<file path="src/rtl/utx_pkg.sv">
// ----------------------------------------------------------------------------
// utx_pkg: shared types for the UTF-8 / UTF-16 transcoder
// Transaction payloads and the per-item result batch handed between stages.
// ----------------------------------------------------------------------------
`default_nettype none

package utx_pkg;

    // Most result units that one input transaction can produce
    localparam int MaxResults = 4;
    localparam int SlotW      = $clog2(MaxResults);
    localparam int CountW     = $clog2(MaxResults + 1);

    // Direction register codes
    localparam logic DirUtf8ToUtf16 = 1'b0;
    localparam logic DirUtf16ToUtf8 = 1'b1;

    typedef struct packed {
        logic [15:0] in_unit;
        logic        start_of_stream;
    } in_t;

    typedef struct packed {
        logic [15:0] out_unit;
        logic        last;
        logic        error;
    } out_t;

    // All results caused by one input transaction, slot 0 first
    typedef struct packed {
        logic [CountW-1:0]           count;
        out_t [MaxResults-1:0]       slots;
    } batch_t;

endpackage

`default_nettype wire

</file>
<file path="src/rtl/utx_engine.sv">
// ----------------------------------------------------------------------------
// utx_engine: conversion state and single-pass transcode logic
// Holds the stream state and forms the full result batch of one transaction.
// ----------------------------------------------------------------------------
`default_nettype none

module utx_engine (
    input  wire logic            aclk,
    input  wire logic            aresetn,
    input  wire logic            cfg_we,
    input  wire logic            cfg_wdata,
    input  wire logic            accept,
    input  wire utx_pkg::in_t    in_data,
    output utx_pkg::batch_t      batch
);

    logic        direction_reg;
    logic [20:0] code_accum_reg,       code_accum_next;
    logic [1:0]  pending_count_reg,    pending_count_next;
    logic [10:0] high_unit_offset_reg, high_unit_offset_next;
    logic        have_high_unit_reg,   have_high_unit_next;
    logic        halted_reg,           halted_next;

    // Build the error batch: one unit, zero payload, last and error set
    function automatic utx_pkg::batch_t fail_batch();
        utx_pkg::batch_t b;
        b = '0;
        b.count             = utx_pkg::CountW'(1);
        b.slots[0].last     = 1'b1;
        b.slots[0].error    = 1'b1;
        return b;
    endfunction

    // Encode a code point as UTF-16 units; surrogate values fail
    function automatic utx_pkg::batch_t emit_utf16(input logic [20:0] cp);
        utx_pkg::batch_t b;
        logic [20:0]     rem;
        b   = '0;
        rem = cp - 21'h010000;
        if (cp < 21'h010000) begin
            if (cp >= 21'h00D800 && cp < 21'h00E000) begin
                b = fail_batch();
            end else begin
                b.count             = utx_pkg::CountW'(1);
                b.slots[0].out_unit = cp[15:0];
                b.slots[0].last     = 1'b1;
            end
        end else begin
            b.count             = utx_pkg::CountW'(2);
            b.slots[0].out_unit = 16'hD800 + {5'd0, rem[20:10]};
            b.slots[1].out_unit = {6'b110111, rem[9:0]};
            b.slots[1].last     = 1'b1;
        end
        return b;
    endfunction

    // Encode a 22-bit value as 1 to 4 UTF-8 bytes
    function automatic utx_pkg::batch_t emit_utf8(input logic [21:0] cp);
        utx_pkg::batch_t b;
        b = '0;
        if (cp < 22'd128) begin
            b.count             = utx_pkg::CountW'(1);
            b.slots[0].out_unit = {9'd0, cp[6:0]};
            b.slots[0].last     = 1'b1;
        end else if (cp < 22'd2048) begin
            b.count             = utx_pkg::CountW'(2);
            b.slots[0].out_unit = {8'd0, 3'b110, cp[10:6]};
            b.slots[1].out_unit = {8'd0, 2'b10, cp[5:0]};
            b.slots[1].last     = 1'b1;
        end else if (cp < 22'd65536) begin
            b.count             = utx_pkg::CountW'(3);
            b.slots[0].out_unit = {8'd0, 4'b1110, cp[15:12]};
            b.slots[1].out_unit = {8'd0, 2'b10, cp[11:6]};
            b.slots[2].out_unit = {8'd0, 2'b10, cp[5:0]};
            b.slots[2].last     = 1'b1;
        end else begin
            b.count             = utx_pkg::CountW'(4);
            b.slots[0].out_unit = {8'd0, 5'b11110, cp[20:18]};
            b.slots[1].out_unit = {8'd0, 2'b10, cp[17:12]};
            b.slots[2].out_unit = {8'd0, 2'b10, cp[11:6]};
            b.slots[3].out_unit = {8'd0, 2'b10, cp[5:0]};
            b.slots[3].last     = 1'b1;
        end
        return b;
    endfunction

    // Transcode one transaction against the current stream state
    always_comb begin
        logic [7:0]  byte_in;
        logic [20:0] acc_shift;
        logic [21:0] pair_sum;
        byte_in   = in_data.in_unit[7:0];
        acc_shift = {code_accum_reg[14:0], byte_in[5:0]};
        pair_sum  = {1'b0, high_unit_offset_reg, 10'd0} + {6'd0, in_data.in_unit}
                    + 22'd9216;

        code_accum_next       = code_accum_reg;
        pending_count_next    = pending_count_reg;
        high_unit_offset_next = high_unit_offset_reg;
        have_high_unit_next   = have_high_unit_reg;
        halted_next           = halted_reg;
        batch                 = '0;

        // Drop any pending sequence and leave the halted state
        if (in_data.start_of_stream) begin
            code_accum_next       = '0;
            pending_count_next    = '0;
            high_unit_offset_next = '0;
            have_high_unit_next   = 1'b0;
            halted_next           = 1'b0;
            pair_sum              = {6'd0, in_data.in_unit} + 22'd9216;
        end

        if (!halted_next) begin
            if (direction_reg == utx_pkg::DirUtf8ToUtf16) begin
                if (pending_count_next == 2'd0) begin
                    priority if (byte_in < 8'h80) begin
                        batch = emit_utf16({13'd0, byte_in});
                    end else if (byte_in >= 8'hF0) begin
                        code_accum_next    = {18'd0, byte_in[2:0]};
                        pending_count_next = 2'd3;
                    end else if (byte_in >= 8'hE0) begin
                        code_accum_next    = {17'd0, byte_in[3:0]};
                        pending_count_next = 2'd2;
                    end else if (byte_in >= 8'hC0) begin
                        code_accum_next    = {16'd0, byte_in[4:0]};
                        pending_count_next = 2'd1;
                    end else begin
                        batch = fail_batch();
                    end
                end else if (byte_in[7:6] != 2'b10) begin
                    batch = fail_batch();
                end else begin
                    // Shift in six payload bits per continuation byte
                    code_accum_next    = acc_shift;
                    pending_count_next = pending_count_next - 2'd1;
                    if (pending_count_next == 2'd0) begin
                        batch = emit_utf16(acc_shift);
                    end
                end
                // Halt and clear the sequence on any error
                if (batch.slots[0].error) begin
                    halted_next        = 1'b1;
                    pending_count_next = '0;
                    code_accum_next    = '0;
                end
            end else begin
                if (!have_high_unit_next) begin
                    if (in_data.in_unit >= 16'hD800 && in_data.in_unit < 16'hE000) begin
                        high_unit_offset_next = in_data.in_unit[10:0] - 11'h000;
                        have_high_unit_next   = 1'b1;
                    end else begin
                        batch = emit_utf8({6'd0, in_data.in_unit});
                    end
                end else begin
                    have_high_unit_next = 1'b0;
                    batch               = emit_utf8(pair_sum);
                end
            end
        end
    end

    // Commit the state on each accepted transaction
    always_ff @(posedge aclk) begin
        if (!aresetn) begin
            direction_reg        <= utx_pkg::DirUtf8ToUtf16;
            code_accum_reg       <= '0;
            pending_count_reg    <= '0;
            high_unit_offset_reg <= '0;
            have_high_unit_reg   <= 1'b0;
            halted_reg           <= 1'b0;
        end else begin
            if (cfg_we) begin
                direction_reg <= cfg_wdata;
            end
            if (accept) begin
                code_accum_reg       <= code_accum_next;
                pending_count_reg    <= pending_count_next;
                high_unit_offset_reg <= high_unit_offset_next;
                have_high_unit_reg   <= have_high_unit_next;
                halted_reg           <= halted_next;
            end
        end
    end

endmodule

`default_nettype wire

</file>
<file path="src/rtl/utx_out_buffer.sv">
// ----------------------------------------------------------------------------
// utx_out_buffer: result register and unit serializer
// Holds one transaction's result batch and hands it out one unit per cycle while m_ready is high.
// ----------------------------------------------------------------------------
`default_nettype none

module utx_out_buffer (
    input  wire logic            aclk,
    input  wire logic            aresetn,
    input  wire logic            load,
    input  wire utx_pkg::batch_t batch,
    output logic                 load_ready,
    output logic                 m_valid,
    input  wire logic            m_ready,
    output utx_pkg::out_t        m_data
);

    utx_pkg::out_t [utx_pkg::MaxResults-1:0] slots_reg;
    logic [utx_pkg::CountW-1:0]              remain_reg, remain_next;
    logic [utx_pkg::SlotW-1:0]               pos_reg,    pos_next;
    logic                                    pop;

    assign m_valid    = (remain_reg != '0);
    assign m_data     = slots_reg[pos_reg];
    assign pop        = m_valid && m_ready;
    // Take a new batch when empty or once the last held unit leaves this cycle
    assign load_ready = (remain_reg == '0) ||
                        (remain_reg == utx_pkg::CountW'(1) && m_ready);

    // Advance through the held units or load a fresh batch
    always_comb begin
        remain_next = remain_reg;
        pos_next    = pos_reg;
        if (load) begin
            remain_next = batch.count;
            pos_next    = '0;
        end else if (pop) begin
            remain_next = remain_reg - utx_pkg::CountW'(1);
            pos_next    = pos_reg + utx_pkg::SlotW'(1);
        end
    end

    always_ff @(posedge aclk) begin
        if (!aresetn) begin
            remain_reg <= '0;
            pos_reg    <= '0;
        end else begin
            remain_reg <= remain_next;
            pos_reg    <= pos_next;
        end
    end

    // Hold the payload of the current batch
    always_ff @(posedge aclk) begin
        if (load) begin
            slots_reg <= batch.slots;
        end
    end

endmodule

`default_nettype wire

</file>
<file path="src/rtl/utf8_utf16_transcoder_unit.sv">
// ----------------------------------------------------------------------------
// utf8_utf16_transcoder_unit: streaming UTF-8 / UTF-16 transcoder
// Direction set by a one-bit register; one code unit in, zero to four out.
// ----------------------------------------------------------------------------
//  Channel   Ports                         Payload
//  s_        s_valid  s_ready  s_data      in_unit, start_of_stream
//  m_        m_valid  m_ready  m_data      out_unit, last, error
//  cfg_      cfg_we   cfg_wdata            direction (no handshake)
//
//  An input transaction is transcoded in the cycle it is accepted and its
//  results sit in the result register from the next cycle on.
//  Rate: one result unit per cycle while m_ready is high; items that yield
//  no unit, and single-unit items while m_ready is high, flow at one per cycle.
//  The result serializer holds the flow: s_ready falls while it holds more
//  than one unit, or one unit that m_ready does not take in that cycle.
//  Reset (aresetn low, synchronous) clears all state but the held result payload.
// ----------------------------------------------------------------------------
`default_nettype none

module utf8_utf16_transcoder_unit (
    input  wire logic            aclk,
    input  wire logic            aresetn,
    input  wire logic            cfg_we,
    input  wire logic            cfg_wdata,
    input  wire logic            s_valid,
    output logic                 s_ready,
    input  wire utx_pkg::in_t    s_data,
    output logic                 m_valid,
    input  wire logic            m_ready,
    output utx_pkg::out_t        m_data
);

    utx_pkg::batch_t batch;
    logic            accept;

    // Accept a transaction when the serializer can take its batch
    assign accept = s_valid && s_ready;

    utx_engine u_engine (
        .aclk      (aclk),
        .aresetn   (aresetn),
        .cfg_we    (cfg_we),
        .cfg_wdata (cfg_wdata),
        .accept    (accept),
        .in_data   (s_data),
        .batch     (batch)
    );

    utx_out_buffer u_out_buffer (
        .aclk       (aclk),
        .aresetn    (aresetn),
        .load       (accept),
        .batch      (batch),
        .load_ready (s_ready),
        .m_valid    (m_valid),
        .m_ready    (m_ready),
        .m_data     (m_data)
    );

endmodule

`default_nettype wire

</file>
<file path="config.mk">
export PLATFORM = sky130hd
export DESIGN_NAME = utf8_utf16_transcoder_unit
export DESIGN_NICKNAME = d
export VERILOG_FILES = /design/src/rtl/utx_pkg.sv /design/src/rtl/utx_engine.sv /design/src/rtl/utx_out_buffer.sv /design/src/rtl/utf8_utf16_transcoder_unit.sv
export SDC_FILE = /design/constraint.sdc
export NUM_CORES = 1
export LEC_CHECK = 0
export BUFFER_PORTS_ARGS = -buffer_cell sky130_fd_sc_hd__buf_2
export CORE_MARGIN = 2
export CORE_UTILIZATION = 32
export CTS_CLUSTER_DIAMETER = 40
export DETAILED_ROUTE_END_ITERATION = 12
export MAX_ROUTING_LAYER = met4
export SYNTH_ARGS = -nofsm -noshare
export SYNTH_HDL_FRONTEND = slang
export SYNTH_HIERARCHICAL = 1
export SYNTH_SLANG_ARGS = --single-unit
</file>
<file path="constraint.sdc">
create_clock -name aclk -period 9.4 [get_ports aclk]
set_clock_uncertainty 0.05 [all_clocks]
set_input_delay 0.94 -clock aclk [delete_from_list [all_inputs] [get_ports aclk]]
set_output_delay 0.94 -clock aclk [all_outputs]
set_load 0.05 [all_outputs]
</file>
==> metrics <==
worst-skew pair later-pin latency 0.35 ns; PortBufs 42; Placer Congestion about 0.96; critical path class input port to register; Mapped Cells around 710; Final TNS setup 0 ns; Final Hold Fails 0; share of synthesized flip-flops with an asynchronous set or reset 0; register area share after synthesis 0.424; Max transition margin 0.315; multiplexer share of the synthesized area 0.0686; Sw Ratio 0.382; first-pass GRT wire length between 20 and 30 mm; Seq. cell area approximately 2900 sq um; slowest CP cell nor3b_2; clock buffer count from CTS 9; number of synthesized flops with an enable pin 72; min-delay worst type register to register; Post-Synth Simple-Gate Area 0.157; largest net degree at the start of global routing 75; crit path cell chain buf_2, ha_1, ha_1, fa_1, xor2_1, a2111oi_0, a211oi_1, nor3b_2, nand2_1, o311ai_1, a21oi_1; Post-Synth Adder-Cell Area 0.0416; Core Box Area around 21000 sq um; #FFs+latches synth about 110; Yosys cell types a little under 80; CP top delay family simple AND/OR/NAND/NOR gates; Max Root-Sink Buffers 2; H-Tree Depth 3; pwr/cell area 215 nW/um^2; status complete, no violations; Clock transition at path regs 0.07 ns; Pint 970 uW; # DRC 0; max-cap violations 0; Top-Level Pins between 40 and 50; routed length per instance approximately 18 um; die height 150 um; Max Transition Viols Final 0; worst slew pin tran just over 1 ns; Reg power frac 0.425; vias per cell 5.54; hold-fix buffers at CTS 0; # Post-CTS Setup Buffers 0; top cells by area, synth edfxtp_1, dfxtp_1, mux4_2, a21oi_1, ha_1; GR Util All Layers 0.170; VDD IR max approximately 0.000083 V; # resized after CTS 0; Syn Std Cell Area approximately 7000 sq um; logic gate share of total power 0.346; row count 53; RSZ-0062 raised after global routing false; Switch Pwr 600 uW; critical path's largest stage delay 0.86 ns; Tcrit/Tclk final 0.474; Tmin final around 4.5 ns; smallest hold slack roughly 0.42 ns; antenna viol nets, final 0; initial core utilization 0.325; Synth top area share 0.318; layout cells sized above 1 0.129; CP Capture Type register; Max Fclk between 200 and 250 MHz; buffer and inverter count on the worst path 1; P&R area growth vs syn 7.43%; area occupied by multi-input gates 3450 sq um; average size of a mapped cell 9.57 sq um; biggest area consumer among synthesized cells edfxtp_1; clock network power share 0.230; Top FF cell, synth edfxtp_1; drt first pass iters 5; Iter 0 DRT Violations 600; largest family of logic cells by synthesized area compound AO/OA/AOI/OAI gates; fillcell total 2170; post-synthesis xor/xnor area fraction 0.0154; Root Buffer clkbuf_16; Final HPWL DP about 13 mm; WP data required ~9.4 ns; # nets final about 760; most used cell, CP ha_1; die area 22400 sq um; clk sinks 108; antenna violations before repair 1; WL final ~18 mm; grt total ovfl 0; CTS tree yes; Commonest cells post-synth edfxtp_1, a21oi_1, nand2_1, nor2_1, o21ai_0; CP Max Fanout 17; number of setup violations in the final report 0; via count 5486; critical path arrival 4.49 ns; leakage between 2 and 3 nW; die width ~150 um; max reg flops just over 70; most common cell in the netlist edfxtp_1; vias in the first global route ~5200; Worst setup SP type input port; Compound-Gate Fraction of Synth Area 0.211; Warnings, synthesis 6
-- power by group through the flow --
stage               Sequential (mW)  Combinational, mW  Clock [mW]
floorplan                     0.667              0.435           0
global placement              0.675              0.542           0
detailed placement            0.679              0.544           0
CTS                           0.668              0.545       0.373
global route                  0.677              0.587       0.390
finish                        0.667              0.543       0.361
-- area by class of cell --
type                       instances  share of cell area
multi-input combinational        515               0.472
sequential                       108               0.394
tap                              275              0.0471
timing repair buffer              47              0.0339
clock buffer                       9              0.0308
inverter                          29              0.0149
clock inverter                     7             0.00668
antenna                            1            0.000342
-- worst min-delay path, delay by kind of cell (launching register included) --
family	cells	cell delay, ns
AO/OA/AOI/OAI	1	0.05
flip-flops	1	0.32
AND/OR/NAND/NOR	1	0.06
-- final timing paths --
kind / from / cells past startpoint / endpoint / slack [ns]
worst min-delay path: u_engine/high_unit_offset_reg[4]$_SDFFE_PN0P_ / 2 / u_engine/high_unit_offset_reg[4]$_SDFFE_PN0P_ / 0.42
worst max register to register: u_engine/high_unit_offset_reg[1]$_SDFFE_PN0P_ / 10 / u_out_buffer/slots_reg[9]$_DFFE_PP_ / 5.39
worst max-delay path: s_data[12] / 11 / u_out_buffer/slots_reg[9]$_DFFE_PP_ / 4.94
worst min register to register: u_engine/high_unit_offset_reg[4]$_SDFFE_PN0P_ / 2 / u_engine/high_unit_offset_reg[4]$_SDFFE_PN0P_ / 0.42
-- placed cells by master (no fill, tap or decap), types with 5 or more instances in the layout --
cell type  synthesis  layout
a31oi_1            6       6
edfxtp_1          72      72
o31ai_1            6       6
nor3_1             9       9
a21oi_1           67      67
xnor2_1            5       5
nand3_1           29      29
nand2_1           58      58
a21o_1             7       7
a22o_1             5       5
dfxtp_1           36      36
o22ai_1            6       6
mux2i_1            5       5
o211ai_1           5       5
nand2b_1           9       9
nand4_1            5       5
o21a_1             5       5
buf_2             14      42
and3_1            13      13
mux4_2            18      18
a22oi_1           18      18
clkbuf_16          0       9
or4_1              5       5
buf_4             29       5
conb_1             1      22
o21ai_0           40      40
nor2_1            52      52
xor2_1             7       7
a211oi_1          10       9
ha_1              21      21
and2_1            12      11
inv_1             27      27
-- through the flow --
| stage | power (mW) | std cells | util | setup WS, ns | area [sq um] |
|---|---|---|---|---|---|
| after floorplan | 1.10 | 732 | - | 4.76 | 6880 |
| after global placement | 1.22 | 974 | 0.336 | 4.82 | 7030 |
| after detailed placement | 1.22 | 974 | 0.336 | 4.72 | 7030 |
| after CTS | 1.59 | 990 | 0.349 | 5.05 | 7310 |
| after global routing | 1.65 | 991 | 0.349 | 4.74 | 7310 |
| final | 1.57 | 991 | 0.349 | 4.94 | 7310 |
-- cell families (layout without fill, tap and decap cells) --
| family | after synthesis | count (layout) |
|---|---|---|
| xor+xnor | 12 | 12 |
| mux | 24 | 24 |
| other cells | 1 | 23 |
| simple gates | 216 | 216 |
| compound gates | 219 | 219 |
| fa+ha+maj | 22 | 22 |
| buf+inv | 109 | 92 |
| flops | 108 | 108 |
-- routing by layer --
layer,vias up,track usage,routed length [um]
met2,210,0.250,8090
met4,0,0.0731,571
met3,38,0.0247,1050
met5,-,-,0
li1,2614,-,-
met1,2624,0.234,8420
(Power assumes the default switching activity.)
